[config.mk]
export PLATFORM = sky130hd
export DESIGN_NAME = joystick_gesture_decoder
export DESIGN_NICKNAME = d
export VERILOG_FILES = /design/src/sv/jgd_pkg.sv /design/src/sv/jgd_front.sv /design/src/sv/jgd_queue.sv /design/src/sv/jgd_back.sv /design/src/sv/joystick_gesture_decoder.sv
export VERILOG_INCLUDE_DIRS = /design/src /design/src/sv
export SDC_FILE = /design/constraint.sdc
export NUM_CORES = 2
export LEC_CHECK = 0
export BUFFER_PORTS_ARGS = -buffer_cell sky130_fd_sc_hd__buf_2
export CAP_MARGIN = 30
export CORE_ASPECT_RATIO = 0.9
export CORE_MARGIN = 10
export CORE_UTILIZATION = 55
export DETAILED_ROUTE_END_ITERATION = 12
export PLACE_DENSITY = 0.74
export REMOVE_ABC_BUFFERS = 1
export SYNTH_ARGS = -nofsm -noshare
export SYNTH_HDL_FRONTEND = slang
export SYNTH_SLANG_ARGS = --single-unit
[constraint.sdc]
create_clock -name clk_i -period 14.1 [get_ports clk_i]
set_input_delay 3.525 -clock clk_i [delete_from_list [all_inputs] [get_ports clk_i]]
set_output_delay 3.525 -clock clk_i [all_outputs]
set_load 0.02 [all_outputs]
[src/sv/joystick_gesture_decoder_assert.svh]
// assertion macros shared by the joystick gesture decoder
// expects clk_i and rst_ni in the scope of each use
`ifndef JOYSTICK_GESTURE_DECODER_ASSERT_SVH
`define JOYSTICK_GESTURE_DECODER_ASSERT_SVH

// same-cycle implication, checked outside reset
`define JGD_ASSERT_IMPLIES(name, ante, cons) \
  name: assert property (@(posedge clk_i) disable iff (!rst_ni) (ante) |-> (cons)) \
    else $error("jgd assertion failed");

// next-cycle implication, checked outside reset
`define JGD_ASSERT_NEXT(name, ante, cons) \
  name: assert property (@(posedge clk_i) disable iff (!rst_ni) (ante) |=> (cons)) \
    else $error("jgd assertion failed");

`endif

[src/sv/jgd_pkg.sv]
// shared types and constants of the joystick gesture decoder
// used by the classifier front, the region queue, the gesture back and the top level
package jgd_pkg;

  // sample and arithmetic sizes
  localparam int ADC_LEVELS = 4096;
  localparam int SAMPLE_W   = 12;
  localparam int CENTER     = (ADC_LEVELS - 1) / 2;
  localparam int ABS_W      = SAMPLE_W;
  localparam int SQ_W       = 2 * ABS_W;
  localparam int SUM_W      = SQ_W + 1;
  localparam int RADIUS_W   = 24;
  localparam int TAN_W      = 16;
  localparam int TAN_FRAC   = 16;
  localparam int PROD_W     = TAN_W + ABS_W;

  // gesture sequence
  localparam int MAX_GESTURE_LEN = 8;
  localparam int CODE_ENTRIES    = 4;
  localparam int NUM_CODE_REGS   = 4;
  localparam int DIR_W           = 2;
  localparam int LEN_W           = 4;
  localparam int SYM_W           = 8;
  localparam int CODE_DIRS       = 8;
  localparam int CODE_W          = SYM_W + LEN_W + CODE_DIRS * DIR_W;

  // region queue
  localparam int QUEUE_DEPTH = 4;
  localparam int QPTR_W      = $clog2(QUEUE_DEPTH);
  localparam int QCNT_W      = $clog2(QUEUE_DEPTH + 1);

  // configuration port
  localparam int ADDR_W = 5;
  localparam int DATA_W = 32;

  localparam logic [RADIUS_W-1:0] RADIUS_RESET  = 24'd1047553;
  localparam logic [TAN_W-1:0]    TANGENT_RESET = 16'd45889;
  localparam logic [CODE_W-1:0]   CODE0_RESET   = 28'd101842948;
  localparam logic [CODE_W-1:0]   CODE1_RESET   = 28'd103022739;
  localparam logic [CODE_W-1:0]   CODE2_RESET   = 28'd104071366;
  localparam logic [CODE_W-1:0]   CODE3_RESET   = 28'd0;

  typedef enum logic [2:0] {
    REGION_RIGHT   = 3'd0,
    REGION_UP      = 3'd1,
    REGION_LEFT    = 3'd2,
    REGION_DOWN    = 3'd3,
    REGION_CENTRE  = 3'd4,
    REGION_BETWEEN = 3'd5
  } region_e;

  typedef enum logic [2:0] {
    REG_RADIUS  = 3'd0,
    REG_TANGENT = 3'd1,
    REG_CODE0   = 3'd2,
    REG_CODE1   = 3'd3,
    REG_CODE2   = 3'd4,
    REG_CODE3   = 3'd5
  } reg_idx_e;

  typedef struct packed {
    logic [SYM_W-1:0]           symbol;
    logic [LEN_W-1:0]           length;
    logic [CODE_DIRS*DIR_W-1:0] dirs;
  } code_entry_t;

  typedef code_entry_t [NUM_CODE_REGS-1:0] code_table_t;

  // head of the region queue as seen by the back end
  typedef struct packed {
    logic    valid;
    region_e region;
  } q_head_t;

  // fill status of the region queue
  typedef struct packed {
    logic              full;
    logic [QCNT_W-1:0] count;
  } q_stat_t;

endpackage

[src/sv/jgd_front.sv]
// classifier front: centres the samples and sorts the stick into a region
// depends on jgd_pkg
module jgd_front (
  input  logic                          clk_i,
  input  logic                          rst_ni,
  input  logic                          accept_i,
  input  logic [jgd_pkg::SAMPLE_W-1:0]  x_sample_i,
  input  logic [jgd_pkg::SAMPLE_W-1:0]  y_sample_i,
  input  logic [jgd_pkg::RADIUS_W-1:0]  radius_sq_i,
  input  logic [jgd_pkg::TAN_W-1:0]     tangent_i,
  output logic                          cls_valid_o,
  output jgd_pkg::region_e              cls_region_o
);
  import jgd_pkg::*;

  logic signed [SAMPLE_W:0] dx, dy;
  logic [ABS_W-1:0]  adx, ady;
  logic [SQ_W-1:0]   sqx, sqy;
  logic [SUM_W-1:0]  sum_d;
  logic [PROD_W-1:0] prod_x_d, prod_y_d;

  logic              valid_q;
  logic [SUM_W-1:0]  sum_q;
  logic [PROD_W-1:0] prod_x_q, prod_y_q;
  logic [ABS_W-1:0]  adx_q, ady_q;
  logic              dx_neg_q, dy_neg_q;

  logic [PROD_W-1:0] ax_sh, ay_sh;
  logic              dx_zero, dy_zero;
  logic              centred, right, up, left, down;

  // stage one: offsets, squares and tangent products
  assign dx  = $signed({1'b0, x_sample_i}) - $signed((SAMPLE_W+1)'(CENTER));
  assign dy  = $signed({1'b0, y_sample_i}) - $signed((SAMPLE_W+1)'(CENTER));
  assign adx = dx[SAMPLE_W] ? ABS_W'(-dx) : ABS_W'(dx);
  assign ady = dy[SAMPLE_W] ? ABS_W'(-dy) : ABS_W'(dy);

  assign sqx      = SQ_W'(adx) * SQ_W'(adx);
  assign sqy      = SQ_W'(ady) * SQ_W'(ady);
  assign sum_d    = SUM_W'(sqx) + SUM_W'(sqy);
  assign prod_x_d = PROD_W'(tangent_i) * PROD_W'(adx);
  assign prod_y_d = PROD_W'(tangent_i) * PROD_W'(ady);

  always_ff @(posedge clk_i or negedge rst_ni) begin
    if (!rst_ni) begin
      valid_q <= 1'b0;
    end else begin
      valid_q <= accept_i;
    end
  end

  always_ff @(posedge clk_i) begin
    if (accept_i) begin
      sum_q    <= sum_d;
      prod_x_q <= prod_x_d;
      prod_y_q <= prod_y_d;
      adx_q    <= adx;
      ady_q    <= ady;
      dx_neg_q <= dx[SAMPLE_W];
      dy_neg_q <= dy[SAMPLE_W];
    end
  end

  // stage two: strict compares, so sector edges fall between
  assign ax_sh   = PROD_W'({adx_q, TAN_FRAC'(0)});
  assign ay_sh   = PROD_W'({ady_q, TAN_FRAC'(0)});
  assign dx_zero = (adx_q == '0);
  assign dy_zero = (ady_q == '0);
  assign centred = sum_q < SUM_W'(radius_sq_i);
  assign right   = !dx_neg_q && (ay_sh < prod_x_q);
  assign up      = !dy_neg_q && (ax_sh < prod_y_q);
  assign left    = (dx_neg_q || dx_zero) && (ay_sh < prod_x_q);
  assign down    = (dy_neg_q || dy_zero) && (ax_sh < prod_y_q);

  always_comb begin
    priority if (centred)            cls_region_o = REGION_CENTRE;
    else if (dx_zero && dy_zero)     cls_region_o = REGION_RIGHT;
    else if (right)                  cls_region_o = REGION_RIGHT;
    else if (up)                     cls_region_o = REGION_UP;
    else if (left)                   cls_region_o = REGION_LEFT;
    else if (down)                   cls_region_o = REGION_DOWN;
    else                             cls_region_o = REGION_BETWEEN;
  end

  assign cls_valid_o = valid_q;

endmodule

[src/sv/jgd_queue.sv]
// short region queue between the classifier front and the gesture back
// depends on jgd_pkg
module jgd_queue (
  input  logic              clk_i,
  input  logic              rst_ni,
  input  logic              push_i,
  input  jgd_pkg::region_e  push_region_i,
  input  logic              pop_i,
  output jgd_pkg::q_head_t  head_o,
  output jgd_pkg::q_stat_t  stat_o
);
  import jgd_pkg::*;

  region_e           slot_q [QUEUE_DEPTH];
  logic [QPTR_W-1:0] wr_ptr_q, wr_ptr_d;
  logic [QPTR_W-1:0] rd_ptr_q, rd_ptr_d;
  logic [QCNT_W-1:0] count_q, count_d;
  logic              do_pop;

  assign do_pop = pop_i && (count_q != '0);

  always_comb begin
    wr_ptr_d = wr_ptr_q;
    rd_ptr_d = rd_ptr_q;
    count_d  = count_q;
    if (push_i) begin
      wr_ptr_d = (wr_ptr_q == QPTR_W'(QUEUE_DEPTH - 1)) ? '0 : wr_ptr_q + 1'b1;
    end
    if (do_pop) begin
      rd_ptr_d = (rd_ptr_q == QPTR_W'(QUEUE_DEPTH - 1)) ? '0 : rd_ptr_q + 1'b1;
    end
    unique case ({push_i, do_pop})
      2'b10:   count_d = count_q + 1'b1;
      2'b01:   count_d = count_q - 1'b1;
      default: count_d = count_q;
    endcase
  end

  always_ff @(posedge clk_i or negedge rst_ni) begin
    if (!rst_ni) begin
      wr_ptr_q <= '0;
      rd_ptr_q <= '0;
      count_q  <= '0;
    end else begin
      wr_ptr_q <= wr_ptr_d;
      rd_ptr_q <= rd_ptr_d;
      count_q  <= count_d;
    end
  end

  always_ff @(posedge clk_i) begin
    if (push_i) begin
      slot_q[wr_ptr_q] <= push_region_i;
    end
  end

  assign head_o.valid  = (count_q != '0);
  assign head_o.region = slot_q[rd_ptr_q];
  assign stat_o.full   = (count_q == QCNT_W'(QUEUE_DEPTH));
  assign stat_o.count  = count_q;

endmodule

[src/sv/jgd_back.sv]
// gesture back end: region tracking, sequence store, code match, result register
// depends on jgd_pkg
module jgd_back (
  input  logic                        clk_i,
  input  logic                        rst_ni,
  input  jgd_pkg::q_head_t            head_i,
  output logic                        pop_o,
  input  jgd_pkg::code_table_t        codes_i,
  output logic                        out_valid_o,
  input  logic                        out_stall_i,
  output jgd_pkg::region_e            region_o,
  output logic                        match_found_o,
  output logic [jgd_pkg::SYM_W-1:0]   match_symbol_o
);
  import jgd_pkg::*;

  region_e          cur_region_q, cur_region_d;
  logic [LEN_W-1:0] len_q, len_d;
  logic             ovf_q, ovf_d;
  logic [DIR_W-1:0] sym_q [MAX_GESTURE_LEN];

  logic             out_valid_q, out_valid_d;
  region_e          out_region_q;
  logic             out_found_q;
  logic [SYM_W-1:0] out_symbol_q;

  logic             out_free, take, store_dir;
  logic             found;
  logic [SYM_W-1:0] symbol;
  logic [CODE_ENTRIES-1:0] hit;

  assign out_free = !out_valid_q || !out_stall_i;
  assign pop_o    = head_i.valid && out_free;
  assign take     = pop_o && (head_i.region != REGION_BETWEEN) &&
                    (head_i.region != cur_region_q);

  // compare the stored sequence against each enabled code
  always_comb begin
    for (int k = 0; k < CODE_ENTRIES; k++) begin
      hit[k] = (codes_i[k].length != '0) && (codes_i[k].length == len_q);
      for (int i = 0; i < MAX_GESTURE_LEN; i++) begin
        if ((LEN_W'(i) < codes_i[k].length) &&
            (codes_i[k].dirs[DIR_W*i +: DIR_W] != sym_q[i])) begin
          hit[k] = 1'b0;
        end
      end
    end
  end

  // lowest entry wins
  always_comb begin
    found  = 1'b0;
    symbol = '0;
    for (int k = CODE_ENTRIES - 1; k >= 0; k--) begin
      if (hit[k] && !ovf_q && (len_q != '0)) begin
        found  = 1'b1;
        symbol = codes_i[k].symbol;
      end
    end
  end

  always_comb begin
    cur_region_d = cur_region_q;
    len_d        = len_q;
    ovf_d        = ovf_q;
    store_dir    = 1'b0;
    if (take) begin
      cur_region_d = head_i.region;
      if (head_i.region == REGION_CENTRE) begin
        len_d = '0;
        ovf_d = 1'b0;
      end else if (len_q >= LEN_W'(MAX_GESTURE_LEN)) begin
        ovf_d = 1'b1;
      end else begin
        store_dir = 1'b1;
        len_d     = len_q + 1'b1;
      end
    end
  end

  always_comb begin
    out_valid_d = out_valid_q;
    if (take) begin
      out_valid_d = 1'b1;
    end else if (out_valid_q && !out_stall_i) begin
      out_valid_d = 1'b0;
    end
  end

  always_ff @(posedge clk_i or negedge rst_ni) begin
    if (!rst_ni) begin
      cur_region_q <= REGION_CENTRE;
      len_q        <= '0;
      ovf_q        <= 1'b0;
      out_valid_q  <= 1'b0;
    end else begin
      cur_region_q <= cur_region_d;
      len_q        <= len_d;
      ovf_q        <= ovf_d;
      out_valid_q  <= out_valid_d;
    end
  end

  always_ff @(posedge clk_i) begin
    for (int i = 0; i < MAX_GESTURE_LEN; i++) begin
      if (store_dir && (len_q == LEN_W'(i))) begin
        sym_q[i] <= DIR_W'(head_i.region);
      end
    end
    if (take) begin
      out_region_q <= head_i.region;
      out_found_q  <= (head_i.region == REGION_CENTRE) && found;
      out_symbol_q <= (head_i.region == REGION_CENTRE) ? symbol : '0;
    end
  end

  assign out_valid_o    = out_valid_q;
  assign region_o       = out_region_q;
  assign match_found_o  = out_found_q;
  assign match_symbol_o = out_symbol_q;

endmodule

[src/sv/joystick_gesture_decoder.sv]
// top level of the joystick gesture decoder: config registers and block wiring
// depends on jgd_pkg, jgd_front, jgd_queue, jgd_back and the assertion header
//
// usage
// - input channel: in_valid_i with x_sample_i / y_sample_i, one joystick sample pair
//   per item, taken at a rising edge with in_valid_i high and in_stall_o low
// - output channel: out_valid_o with region_o, match_found_o, match_symbol_o; an
//   item is taken when out_stall_i is low. an input item makes zero or one result
// - config: apb-style, six registers at byte addresses 0x00..0x14 (radius squared,
//   sector tangent, four gesture codes); write only while the block is idle
// - throughput: one item per cycle while the receiver does not stall; the back end
//   gesture state update handles one queued region per cycle while it may pop
// - path: an item passes the classifier register stage, a region queue slot, then
//   the back end result register, which holds any result that it makes
// - a stalled receiver holds the result register; the back end stops popping,
//   the four-entry region queue fills and in_stall_o rises once the queue plus
//   the classifier stage would have no room left
// - reset: registers go to their default values, the stick counts as centred,
//   the gesture sequence is empty; no clearing pass is needed
`include "joystick_gesture_decoder_assert.svh"

module joystick_gesture_decoder (
  input  logic                          clk_i,
  input  logic                          rst_ni,
  // sample input
  input  logic                          in_valid_i,
  output logic                          in_stall_o,
  input  logic [jgd_pkg::SAMPLE_W-1:0]  x_sample_i,
  input  logic [jgd_pkg::SAMPLE_W-1:0]  y_sample_i,
  // result output
  output logic                          out_valid_o,
  input  logic                          out_stall_i,
  output logic [2:0]                    region_o,
  output logic                          match_found_o,
  output logic [jgd_pkg::SYM_W-1:0]     match_symbol_o,
  // configuration port
  input  logic                          psel,
  input  logic                          penable,
  input  logic                          pwrite,
  input  logic [jgd_pkg::ADDR_W-1:0]    paddr,
  input  logic [jgd_pkg::DATA_W-1:0]    pwdata,
  output logic [jgd_pkg::DATA_W-1:0]    prdata,
  output logic                          pready
);
  import jgd_pkg::*;

  // configuration registers
  logic [RADIUS_W-1:0] radius_q;
  logic [TAN_W-1:0]    tangent_q;
  code_table_t         codes_q;
  reg_idx_e            cfg_idx;
  logic                cfg_wr;

  // block wiring
  logic     in_accept;
  logic     cls_valid;
  region_e  cls_region;
  logic     q_push, q_pop;
  q_head_t  q_head;
  q_stat_t  q_stat;
  region_e  out_region;

  assign pready  = 1'b1;
  assign cfg_wr  = psel && penable && pwrite;
  assign cfg_idx = reg_idx_e'(paddr[ADDR_W-1:2]);

  always_ff @(posedge clk_i or negedge rst_ni) begin
    if (!rst_ni) begin
      radius_q   <= RADIUS_RESET;
      tangent_q  <= TANGENT_RESET;
      codes_q[0] <= CODE0_RESET;
      codes_q[1] <= CODE1_RESET;
      codes_q[2] <= CODE2_RESET;
      codes_q[3] <= CODE3_RESET;
    end else if (cfg_wr) begin
      unique case (cfg_idx)
        REG_RADIUS:  radius_q   <= pwdata[RADIUS_W-1:0];
        REG_TANGENT: tangent_q  <= pwdata[TAN_W-1:0];
        REG_CODE0:   codes_q[0] <= pwdata[CODE_W-1:0];
        REG_CODE1:   codes_q[1] <= pwdata[CODE_W-1:0];
        REG_CODE2:   codes_q[2] <= pwdata[CODE_W-1:0];
        REG_CODE3:   codes_q[3] <= pwdata[CODE_W-1:0];
        default: ;  // addresses past the list are ignored
      endcase
    end
  end

  always_comb begin
    unique case (cfg_idx)
      REG_RADIUS:  prdata = DATA_W'(radius_q);
      REG_TANGENT: prdata = DATA_W'(tangent_q);
      REG_CODE0:   prdata = DATA_W'(codes_q[0]);
      REG_CODE1:   prdata = DATA_W'(codes_q[1]);
      REG_CODE2:   prdata = DATA_W'(codes_q[2]);
      REG_CODE3:   prdata = DATA_W'(codes_q[3]);
      default:     prdata = '0;
    endcase
  end

  // credit check: the queue must hold everything already in flight plus this item
  assign in_stall_o = ((QCNT_W+1)'(q_stat.count) + (QCNT_W+1)'(cls_valid)) >=
                      (QCNT_W+1)'(QUEUE_DEPTH);
  assign in_accept  = in_valid_i && !in_stall_o;

  jgd_front u_front (
    .clk_i        (clk_i),
    .rst_ni       (rst_ni),
    .accept_i     (in_accept),
    .x_sample_i   (x_sample_i),
    .y_sample_i   (y_sample_i),
    .radius_sq_i  (radius_q),
    .tangent_i    (tangent_q),
    .cls_valid_o  (cls_valid),
    .cls_region_o (cls_region)
  );

  // every classified item goes into the queue, between and repeats included
  assign q_push = cls_valid;

  jgd_queue u_queue (
    .clk_i         (clk_i),
    .rst_ni        (rst_ni),
    .push_i        (q_push),
    .push_region_i (cls_region),
    .pop_i         (q_pop),
    .head_o        (q_head),
    .stat_o        (q_stat)
  );

  jgd_back u_back (
    .clk_i          (clk_i),
    .rst_ni         (rst_ni),
    .head_i         (q_head),
    .pop_o          (q_pop),
    .codes_i        (codes_q),
    .out_valid_o    (out_valid_o),
    .out_stall_i    (out_stall_i),
    .region_o       (out_region),
    .match_found_o  (match_found_o),
    .match_symbol_o (match_symbol_o)
  );

  assign region_o = 3'(out_region);

  // credit scheme keeps the queue from overflowing
  `JGD_ASSERT_IMPLIES(a_queue_no_overflow, q_push, !q_stat.full)
  // an accepted item reaches the queue in the cycle after it is accepted
  `JGD_ASSERT_NEXT(a_accept_reaches_queue, in_accept, q_push)
  // matches are only reported on a return to centre
  `JGD_ASSERT_IMPLIES(a_match_at_centre, out_valid_o && match_found_o, region_o == 3'(REGION_CENTRE))
  // no symbol without a match
  `JGD_ASSERT_IMPLIES(a_symbol_zero, out_valid_o && !match_found_o, match_symbol_o == '0)

endmodule

== Word level (Yosys, flattened, before mapping) ==
Memory sizes are Yosys's and may differ from the RTL's.
Cells that the tools add are included.
Word-level totals
  flip-flop bits (word level): 288
  input bits: 68
  bits in writable memories: 28
  output and inout port bits: 47
  memories: 2
Memories
  u_back.sym_q: depth 8, bits a word 2, rd ports 8, clocked after memory_dff 0, wr ports 1, RTL line jgd_back.sv:20  | logic [DIR_W-1:0] sym_q [MAX_GESTURE_LEN];
  u_queue.slot_q: depth 4, bits a word 3, rd ports 1, clocked after memory_dff 0, wr ports 1, RTL line jgd_queue.sv:14  | region_e slot_q [QUEUE_DEPTH];
Cells by class
  add/sub/neg operators: 11
  reductions and logical operators: 103
  mux-type cells: 100
  magnitude comparators: 37
  multipliers: 4
  equal/unequal tests: 56
Operators with widths (number)
  $pmux W28 S6: 1
  $mux W1: 68
  $logic_and A1 B1 Y1: 66
  $lt A3 B4 Y1 const A: 16
  $ne A2 B2 Y1: 32
  $lt A28 B28 Y1: 2
  $mul A16 B12 Y28: 2
  $mul A12 B12 Y24: 2
  $mux W3: 13
  $lt A1 B4 Y1 const A: 8
  $lt A2 B4 Y1 const A: 8
  $mux W8: 4
  $sub A12 B11 Y13 const B: 2
  $add A24 B24 Y25: 1
  $lt A25 B24 Y1: 1
  $logic_not A12 Y1: 2
  $mux W12: 2
  $neg A12 Y12: 2
  $reduce_bool A4 Y1: 5
  $mux W2: 9
  $eq A4 B3 Y1 const B: 4
  $eq A4 B4 Y1: 4
  $reduce_and A2 Y1: 8
  $reduce_or A2 Y1: 7
  other kinds (25): 42

== Logic depth before layout (Yosys ltp) ==
An unclocked memory read counts as a cell.
  depth after elaboration: 18
  gate-level depth with buffers: 33
  depth with buffers taken out: 32

== By module ==
Synthesis repeated with hierarchy kept, for this count alone.
Second synthesis, totals
  cell total of the unflattened synthesis: 3574
  area, all modules: 36398.7 µm²
Modules (own cells, without submodules)
  jgd_front: cells an instance 2733, area each 25510.7 µm², instances 1, sequential area each 3238.1 µm²
  joystick_gesture_decoder: cells an instance 500, area each 7119.3 µm², instances 1, sequential area each 3853.7 µm²
  jgd_back: cells an instance 286, area each 2896.5 µm², instances 1, sequential area each 1067.3 µm²
  jgd_queue: cells an instance 55, area each 872.1 µm², instances 1, sequential area each 535.5 µm²

== Least setup slack after synthesis ==
No wires, ideal clock.
  path kind: input to register
  start: input x_sample_i[0] in the netlist's numbering
  end: register u_front.sum_q[24], data pin
  stages on the path: 31
  path slack: 2424 ps
  data arrival time: 11416 ps
  data required time: 13840 ps
  path buffers: 1
  library setup time: 260 ps
  cells stage by stage: ha_1 nand3_1 or4b_1 a211oi_2 o211ai_1 or2_1 nand2_1 xor2_2 buf_2 nand2_1 fa_1 inv_1 fa_1 inv_1 fa_1 inv_1 fa_1 fa_1 inv_1 fa_1 inv_1 fa_1 ha_1 a21o_1 a21oi_1 nor4bb_1 o22ai_1 o41ai_1 o2111ai_1 a21oi_1 xnor2_1
Between the ends
  longest elaborated chain between the ends: 5
RTL lines
  start, declared: RTL line joystick_gesture_decoder.sv:28  | input logic [jgd_pkg::SAMPLE_W-1:0] x_sample_i,
  $sub A12 B11 Y13 (*): RTL line jgd_front.sv:33  | assign dx = $signed({1'b0, x_sample_i}) - $signed((SAMPLE_W+1)'(CENTER));
  $neg A12 Y12: RTL line jgd_front.sv:35  | assign adx = dx[SAMPLE_W] ? ABS_W'(-dx) : ABS_W'(dx);
  $mux W12 (*): RTL line jgd_front.sv:35
  via u_front.adx[9]: RTL line jgd_front.sv:17  | logic [ABS_W-1:0] adx, ady;
  $mul A12 B12 Y24 (*): RTL line jgd_front.sv:38  | assign sqx = SQ_W'(adx) * SQ_W'(adx);
  $add A24 B24 Y25 (*): RTL line jgd_front.sv:40  | assign sum_d = SUM_W'(sqx) + SUM_W'(sqy);
  via u_front.sum_d[24]: RTL line jgd_front.sv:19  | logic [SUM_W-1:0] sum_d;
  end signal, assigned: RTL line jgd_front.sv:54  | sum_q <= sum_d;
  end, declared: RTL line jgd_front.sv:23  | logic [SUM_W-1:0] sum_q;
The timed path passes the listed nets; every way through them passes the cells marked *.
A chain may end at the register's enable or synchronous reset.

== Worst setup path in the final report ==
  start: input x_sample_i[0] in the netlist's numbering
  end: register u_front.sum_q[24], data pin
Between the ends
  longest elaborated chain between the ends: 5
RTL lines (RTL line)
  $sub A12 B11 Y13 (*): jgd_front.sv:33
  $neg A12 Y12: jgd_front.sv:35
  $mux W12 (*): jgd_front.sv:35
  $mul A12 B12 Y24 (*): jgd_front.sv:38
  $add A24 B24 Y25 (*): jgd_front.sv:40
  via u_front.sum_d[24]: jgd_front.sv:19
Marks and branches as above.

==> flow_summary.ini <==
[critical_path]
worst-setup-path-type = input pin to register
cpPeakStageDelay_ns = 0.59
crit_family = adder cells
critPathMostFrequentCell = fa_1
cp_data_required_time_ns = 14.40
crit_fanout = 19
cp-start-kind = input pin
reg2reg_depth = 17
r2r_end = u_front.prod_y_q[26]
reg2reg_slack_ns = 7.40
slowest_stage = o41ai_1
worst-path-buf-inv = 8
cp-end-kind = register
rr_startpoint = tangent_q[8]
cp.arrival_ns = 12.56

[finish]
seq_area_um2 = 8695
multi_input_area_um2 = 24520
final_common_cell = inv_1
fin_area_um2 = 39000
drive_gt1_share_pct = 13.39
fin_cells = 4565
fillers = 5435
most-common-layout-cells = 668 x inv_1, 482 x fa_1, 387 x nand2_1
nets = 4515
syn2layout_area_growth_pct = 7.375

[drt]
drc = 0
num_vias = 25970
drt-initial-drc-count = 1934
antenna_left = 0
finalWirelength_mm = 88.21
wl_per_cell_um = 19.32
via_per_inst = 5.688
drt-pass1-iter-count = 7

[place]
placed_area_um2 = 37770
io_buffers = 103
place_ws_ns = 1.395
dp_hpwl_mm = 66.82
gp_congestion = 0.9134
placed_cells = 4496

[worst_hold_path]
holdPathStages = 1
min_from = u_queue.count_q[2]
min_to = u_queue.count_q[2]
min_path_type = register to register

[yosys]
synthTopCellsByArea = fa_1 27%, edfxtp_1 12%, ha_1 10%, dfrtp_1 8.8%, inv_1 6.9%
synth_largest_area_cell = fa_1
synthFlopType = edfxtp_1
syn_area_um2 = 36320
yosys_warnings = 0
synth.distinct_cells = 90
synth_seq_area_share_pct = 23.94
synth_edf_count = 147
syn_inst = 3635
synth-async-reset-ratio_pct = 53.48
netlist.area_leader.share_pct = 26.57
synth-seq-cells = 316
syn_avg_cell_area_um2 = 9.992

[sta]
setup_viol = 0
fin_ws_ns = 1.839
drv_slew = 0
worst_pin_slew_ns = 1.006
fin_crit_sh_pct = 86.96
finalCriticalPeriod_ns = 12.26
slew_headroom_pct = 32.52
finalHoldViolCount = 0
fmax_mhz = 81.56
setup_tns_ns = 0
skew_ns = 0.02209
rsz0062_at_grt = false

[global_routing]
grt_pass1_wl_mm = 144.1
grt_pass1_vias = 27010
grt.total_usage_pct = 23.19
overflow = 0
antenna_found_initial = 7
grt_max_degree = 96

[die]
io_pins = 115
fp.dieW_um = 290.9
dieArea_um2 = 76730
fp.dieH_um = 263.8
row_count = 89
start_util_pct = 55.47
core_area_um2 = 65480

[clocking]
cts_htree_levels = 2
ctsRootBufferMaster = clkbuf_16
cts.repair.resized = 0
clkLatencyLatePin_ns = 0.56
clockBufferDepth = 3
numCtsBuffers = 36
cts_num_sinks = 316
tritoncts = built
cts.reportedPaths.clkPinSlew_ns = 0.06
postCtsSetupRepairBufs = 0
cts_hold_buf = 0

[job]
maxCapViolations = 0

[outcome]
outcome = finished clean
routing by layer:
metal  share of wire (%)  vias to the layer above  global-route usage (%)
met1                  43                    13060                   31.69
met3                 7.9                      182                   4.056
met2                  46                      978                   36.53
li1                    -                    11750                       -
met4                 3.5                        2                   8.747
met5               0.011                        -                       0
flip-flops by register name, summed over array words and instances, names as in the netlist, 16 cells and up:
name	cells
codes_q	112
u_front.prod_y_q	28
radius_q	24
u_back.sym_q	16
u_front.prod_x_q	28
u_front.sum_q	25
tangent_q	16
cells in the mapped netlist, drive strengths merged (5+ instances only):
cell,number
inv,674
fa,482
nand2,388
ha,295
mux2,189
and2,162
nor2,148
edfxtp,147
dfrtp,128
clkbuf,124
xnor2,98
a21oi,90
xor2,77
o21ai,75
dfstp,41
a21o,40
buf,39
nor3,35
a22oi,34
mux2i,31
nand3,31
o22ai,30
nor4,27
nand4,20
a211oi,19
and3,17
nor2b,16
nand2b,14
o21a,14
a31oi,12
o21bai,12
or2,11
a221oi,8
o211ai,8
o31ai,8
a2111oi,7
o2111ai,6
or3,6
and4,5
clkinv,5
cell type report:
type,count,area share [%]
inverter,679,6.535
clock buffer,48,2.666
antenna,4,0.02567
clock inverter,17,0.4588
sequential,316,22.29
tap,864,2.772
timing repair buffer,157,2.387
multi-input combinational,2480,62.86
metrics by stage:
step	hold WS, ns	utilization [%]
floorplan	0.4648	-
global placement	0.4841	57.67
detailed placement	0.4877	57.69
CTS	0.4954	59.55
global route	0.5161	59.56
finish	0.4952	59.56
worst max path at each step:
stage                             start                end  cells after the start
final                     x_sample_i[0]  u_front.sum_q[24]                     32
after global routing      x_sample_i[0]  u_front.sum_q[24]                     32
after CTS                 x_sample_i[0]  u_front.sum_q[24]                     32
after detailed placement  x_sample_i[0]  u_front.sum_q[24]                     32
after global placement    x_sample_i[0]  u_front.sum_q[24]                     32
after floorplan           y_sample_i[0]  u_front.sum_q[24]                     29
kinds of logic (layout without fill, tap and decap cells):
logic type               count (synthesis)  count (layout)  synth area share (%)
AND/OR/NAND/NOR                        893             893                 11.70
multiplexers                           223             223                 6.910
AO/OA/AOI/OAI                          406             406                 7.520
adder cells (fa/ha/maj)                778             778                 36.76
buffers and inverters                  842             901                 8.895
other                                    2               9               0.02068
XOR/XNOR                               175             175                 4.261
flip-flops                             316             316                 23.94
Power is left out: the tool's default activity adds up to more than one toggle a clock period on the data nets, which glitch-free logic cannot reach.
